### config.mk
export PLATFORM = sky130hd
export DESIGN_NAME = bgi_ctrl
export DESIGN_NICKNAME = d
export VERILOG_FILES = /design/src/rtl/bgi_pkg.sv /design/src/rtl/bgi_ctrl.sv
export SDC_FILE = /design/constraint.sdc
export NUM_CORES = 1
export LEC_CHECK = 0
export BUFFER_PORTS_ARGS = -buffer_cell sky130_fd_sc_hd__buf_4
export CAP_MARGIN = 0
export CORE_MARGIN = 2
export CORE_UTILIZATION = 40
export DETAILED_ROUTE_END_ITERATION = 16
export GPL_TIMING_DRIVEN = 0
export PLACE_DENSITY = 0.68
export SYNTH_ARGS = -nofsm -noshare
export SYNTH_HDL_FRONTEND = slang
export SYNTH_SLANG_ARGS = --single-unit
### constraint.sdc
create_clock -name clk -period 1.3 [get_ports clk]
set_input_delay 0.065 -clock clk [delete_from_list [all_inputs] [get_ports clk]]
set_output_delay 0.065 -clock clk [all_outputs]
set_load 0.02 [all_outputs]
### src/rtl/bgi_pkg.sv
// Package for the bicubic grid interpolator: payload structs, grid constants,
// and controller-to-datapath command/status types. No dependencies.
package bgi_pkg;

  localparam int GridSize = 64;
  localparam int IdxW = $clog2(GridSize);
  localparam int AddrW = 2 * IdxW;
  localparam int AccW = 48;

  localparam logic CmdLoad = 1'b0;
  localparam logic CmdQuery = 1'b1;

  typedef struct packed {
    logic cmd;
    logic [5:0] grid_row;
    logic [5:0] grid_col;
    logic signed [31:0] sample_value;
    logic [3:0] sub_row;
    logic [3:0] sub_col;
  } in_item_t;

  typedef struct packed {
    logic signed [31:0] interp_value;
    logic saturated;
  } out_item_t;

  typedef struct packed {
    logic capture;
    logic write_grid;
    logic div_start;
    logic read_req;
    logic [1:0] read_x;
    logic [1:0] read_y;
    logic [2:0] cubic_sel;
    logic cubic_start;
    logic second_pass;
    logic finish;
  } dp_cmd_t;

  typedef struct packed {
    logic div_done;
    logic cubic_done;
  } dp_stat_t;

  // Mirror a neighbor index past either grid edge.
  function automatic logic [IdxW-1:0] mirror(input logic signed [IdxW+1:0] i);
    logic signed [IdxW+1:0] r;
    begin
      if (i < 0) begin
        r = -i;
      end else if (i >= GridSize) begin
        r = (IdxW+2)'(2 * (GridSize - 1)) - i;
      end else begin
        r = i;
      end
      mirror = r[IdxW-1:0];
    end
  endfunction

endpackage

### src/rtl/bgi_ctrl.sv
// Controller for the bicubic grid interpolator: sequences loads, fraction
// divide, sixteen grid reads and five cubic evaluations. Uses bgi_pkg.
module bgi_ctrl (
  input  logic clk,
  input  logic rst,
  input  logic in_valid,
  output logic in_ready,
  input  logic in_cmd,
  input  logic out_busy,
  output bgi_pkg::dp_cmd_t cmd,
  input  bgi_pkg::dp_stat_t stat
);

  localparam logic [2:0] StIdle = 3'd0;
  localparam logic [2:0] StDiv = 3'd1;
  localparam logic [2:0] StRead = 3'd2;
  localparam logic [2:0] StCubic = 3'd3;
  localparam logic [2:0] StFinal = 3'd4;
  localparam logic [2:0] StOut = 3'd5;

  logic [2:0] state, state_next;
  logic [3:0] rd, rd_next;
  logic [2:0] cub, cub_next;
  logic cstart, cstart_next;

  assign in_ready = (state == StIdle);

  always_comb begin
    state_next = state;
    rd_next = rd;
    cub_next = cub;
    cstart_next = 1'b0;
    cmd = '0;
    cmd.read_x = rd[3:2];
    cmd.read_y = rd[1:0];
    cmd.cubic_sel = cub;
    cmd.cubic_start = cstart;
    cmd.second_pass = (cub == 3'd4);
    unique case (state)
      StIdle: begin
        if (in_valid) begin
          cmd.capture = 1'b1;
          if (in_cmd == bgi_pkg::CmdLoad) begin
            cmd.write_grid = 1'b1;
          end else begin
            cmd.div_start = 1'b1;
            state_next = StDiv;
          end
        end
      end
      StDiv: begin
        if (stat.div_done) begin
          state_next = StRead;
          rd_next = '0;
        end
      end
      StRead: begin
        // one read a cycle; the read data is registered, then stored in its point slot
        cmd.read_req = 1'b1;
        rd_next = rd + 4'd1;
        if (rd == 4'd15) begin
          state_next = StCubic;
          cub_next = '0;
          cstart_next = 1'b1;
        end
      end
      StCubic: begin
        if (stat.cubic_done) begin
          cub_next = cub + 3'd1;
          cstart_next = 1'b1;
          if (cub == 3'd4) begin
            cstart_next = 1'b0;
            state_next = StFinal;
          end
        end
      end
      StFinal: begin
        if (!out_busy) begin
          cmd.finish = 1'b1;
          state_next = StIdle;
        end
      end
      StOut: state_next = StIdle;
      default: state_next = StIdle;
    endcase
  end

  always_ff @(posedge clk) begin
    if (rst) begin
      state <= StIdle;
      rd <= '0;
      cub <= '0;
      cstart <= 1'b0;
    end else begin
      state <= state_next;
      rd <= rd_next;
      cub <= cub_next;
      cstart <= cstart_next;
    end
  end

endmodule

==> results.md <==
GRT:
- The initial antenna violation count is 0.
- Entering global routing, the biggest net connects 11 pins.
- In the global route stage, overall resource usage came out at approximately 18%.
- The via count of the first global-routing pass is 616.
- The global route total overflow is 0.
- The global-route wire length before repair is between 2000 and 3000 um.

Setup path:
- The worst endpoint required time is 1470 ps.
- The worst setup path is launched from a flip-flop.
- In this run the worst path has a maximum fanout of 5.
- The worst setup path is of the flip-flop to flip-flop kind.
- The type of destination of the critical path is a flip-flop.
- In this run the worst setup path begins at state[0]$_SDFFE_PP0P_.
- The worst reg2reg path startpoint is state[0]$_SDFFE_PP0P_.
- The arrival time at the worst endpoint is 1580 ps.
- The number of cell instances on the worst register-to-register path is 5.

STA:
- On the final layout, the worst clock skew is 2.418 ps.
- The worst pin sits at a relative slew slack of a little over two thirds.
- The smallest clock period supported by the final layout is computed as roughly 1400 ps.
- In the final timing run, aggregate negative setup slack is -383.7 ps.
- The final hold slack is ~180 ps.
- The final number of setup-violating endpoints is 7.
- The post-route worst setup slack is -112.4 ps.
- The number of max-slew violations in the final report is 0.
- The final hold violation count came to 0.
- Based on the critical path, the design can be clocked at up to about 710 MHz.
- Setup repair after global routing could not meet its margin everywhere.
- The portion of the clock cycle consumed by the worst path in the final layout is 108.6%.
- At the pin with the least slew margin, the transition time is 454.7 ps.

Logic synthesis:
- The share of the Yosys chip area taken by registers is 32.29%.
- The average instance in the mapped netlist occupies between 8 and 9 sq um.
- Yosys printed 0 warnings.
- The main flop type after synthesis is sky130_fd_sc_hd__dfxtp_1.
- In the synthesized netlist the async set-or-reset flop fraction comes to 0%.
- The synthesized design contains 11 register bits.
- The count of different cell masters after synthesis is 35.
- The net count of the mapped netlist is a little over 90.
- The post-synthesis instance area is about 680 sq um.
- The count of flip-flops with a built-in enable after synthesis is 0.
- The cell count after synthesis came out at slightly above 80.

Layout:
- The layout-stage area growth over the synthesis result is 58.53%.
- In the layout the commonest cells are sky130_fd_sc_hd__buf_4, sky130_fd_sc_hd__buf_6, sky130_fd_sc_hd__nor2_1, sky130_fd_sc_hd__nand3_1, sky130_fd_sc_hd__dfxtp_4.
- The share of final-layout standard cells stronger than drive strength 1 is between 50% and 60%.
- The post-layout net count is roughly 130.
- The number of cells in the finished layout apart from fillers is 131.
- The repair_antennas step left the layout with diodes totalling 0.
- The most common cell after layout, fill and taps aside is sky130_fd_sc_hd__buf_4.
- Counting the fill cells in the layout gives ~140.
- The sequential cell area is 244.0 sq um.
- The multi-input combinational cells in the finished layout cover a total of 486.7 sq um.

Route:
- The via count is between 700 and 800.
- The post-detailed-route count of antenna-violating nets is 0.
- Dividing the detail-routed via count by the number of cells gives ~5.5.
- The first-pass detailed-route iteration total is 4.
- After detailed routing, the number of remaining DRC violations is 0.
- The final layout contains routed wiring with a total length of between 1500 and 2000 um.
- The routed length per instance is 13.17 um.
- The violation count after the first detailed-route iteration is 8.

Run status:
- The run finished, with violations left.
- The checks that failed: setup timing.

Place:
- The number of cells after detailed placement is around 120.
- Prior to clock tree synthesis, the placed netlist has a worst setup slack of -145.2 ps.
- The count of input and output buffers is 20.
- The final weighted congestion in routability-driven placement is a little under 0.8.
- The HPWL reported at the end of detailed placement is around 1200 um.

Hold path:
- The critical hold path startpoint is rst.
- The classification of the worst-slack hold path is input port to flip-flop.
- The count of cells along the worst hold path is 2.

Floorplanning:
- The floorplan die area is 0.002051 sq mm.
- The starting utilization of the core area is 43.74%.
- The die span in y is 45.29 um.
- The number of ports placed on the die boundary is 22.
- The die width is 45.29 um.
- The floorplan step defined a core boundary enclosing roughly 0.0016 sq mm.
- Row generation in the floorplan step produced 14 rows.

Clock tree:
- The clock-pin slew reported for the worst setup and hold paths after clock tree synthesis is 70 ps.
- The total CTS buffers is 3.
- TritonCTS built the clock tree.
- CTS placed an instance of sky130_fd_sc_hd__clkbuf_4 at the clock tree root.
- The clock passes through at most 2 buffers.
- CTS built an H-tree with a depth of 1.
- Counting every sink on the clock net gives 11.
- The number of hold buffers added after CTS was 0.
- The clock insertion delay at the later pin of the skew report is approximately 270 ps.

Flow run:
- Max-cap violations in this run came to 0.

Pwr:
- The power density over the cells is approximately 1500 mW/mm^2.
- For this design the static power due to leakage is between 0.0004 and 0.0005 uW.
- The worst IR drop on VDD is roughly 1.2 mV.
- The total power after layout is 1594 uW.
layer usage:
layer / GRT usage (%) / up-vias / part of all wire, %
met4: 5.294 / 0 / 0.93
li1: - / 368 / -
met2: 28.57 / 14 / 51
met1: 22.74 / 338 / 44
met5: 0 / - / 0
met3: 7.600 / 2 / 4.2
where the power goes:
group | leakage, uW | internal (uW) | switching, uW
combinational | 0.000360 | 489 | 424
clock | 0.0000150 | 119 | 113
sequential | 0.0000941 | 385 | 63.3
total | 0.000469 | 994 | 601
flip-flops by register name, indices dropped and copies added, names as in the netlist:
signal and count:
cstart 1, state 3, rd 4, cub 3
worst paths after layout:
kind / to / slack, ps
worst max-delay path: state[0]$_SDFFE_PP0P_ / -110
worst min-delay path: cub[0]$_SDFFE_PP0P_ / 180
worst max register to register: state[0]$_SDFFE_PP0P_ / -110
worst min register to register: cub[1]$_SDFFE_PP0P_ / 500
repair_timing:
action | CTS | global route
pin swaps | 4 | 16
buffers inserted | 2 | 8
gates resized for setup | 6 | 21
endpoints found under the setup margin | 13 | 14
Yosys cell counts (2+ instances only):
cell | number | area, sq um
sky130_fd_sc_hd__nor2_1 | 6 | 22.52
sky130_fd_sc_hd__nand3b_1 | 3 | 22.52
sky130_fd_sc_hd__buf_2 | 2 | 10.01
sky130_fd_sc_hd__mux2i_1 | 2 | 20.02
sky130_fd_sc_hd__a311oi_1 | 2 | 17.52
sky130_fd_sc_hd__nand3_1 | 7 | 35.03
sky130_fd_sc_hd__o21ai_1 | 2 | 10.01
sky130_fd_sc_hd__and3_1 | 3 | 18.77
sky130_fd_sc_hd__inv_1 | 5 | 18.77
sky130_fd_sc_hd__buf_4 | 2 | 15.01
sky130_fd_sc_hd__dfxtp_1 | 11 | 220.2
sky130_fd_sc_hd__nand2_1 | 6 | 22.52
sky130_fd_sc_hd__ha_1 | 3 | 37.54
sky130_fd_sc_hd__a21oi_1 | 3 | 15.01
sky130_fd_sc_hd__nor3_1 | 4 | 20.02
metrics by stage:
step | area (sq um) | util (%)
CTS | 940.9 | 60.35
detailed placement | 878.3 | 56.34
floorplan | 708.2 | -
global route | 1081 | 69.34
global placement | 878.3 | 56.34
finish | 1081 | 69.34
worst max-delay path, stage by stage (launching register included):
cell and delay [ps]:
sky130_fd_sc_hd__dfxtp_4 370, sky130_fd_sc_hd__buf_6 120, sky130_fd_sc_hd__and3b_1 170, sky130_fd_sc_hd__a32oi_2 260
sky130_fd_sc_hd__a311oi_2 150, sky130_fd_sc_hd__a41o_1 230
area by class of cell:
cell class	count	area share (%)
Tap cell	16	1.852
Inverter	5	1.736
Timing Repair Buffer	30	22.57
Sequential cell	11	22.57
Multi-Input combinational cell	60	45.02
Buffer	5	3.819
Clock buffer	4	2.431
kinds of logic after synthesis:
group,count (synthesis),synth area share [%]
compound gates,17,19.82
xor+xnor,1,1.285
fa+ha+maj,3,5.505
flops,11,32.29
simple gates,37,31.20
buf+inv,10,6.972
mux,2,2.936
(Power assumes the default switching activity.)
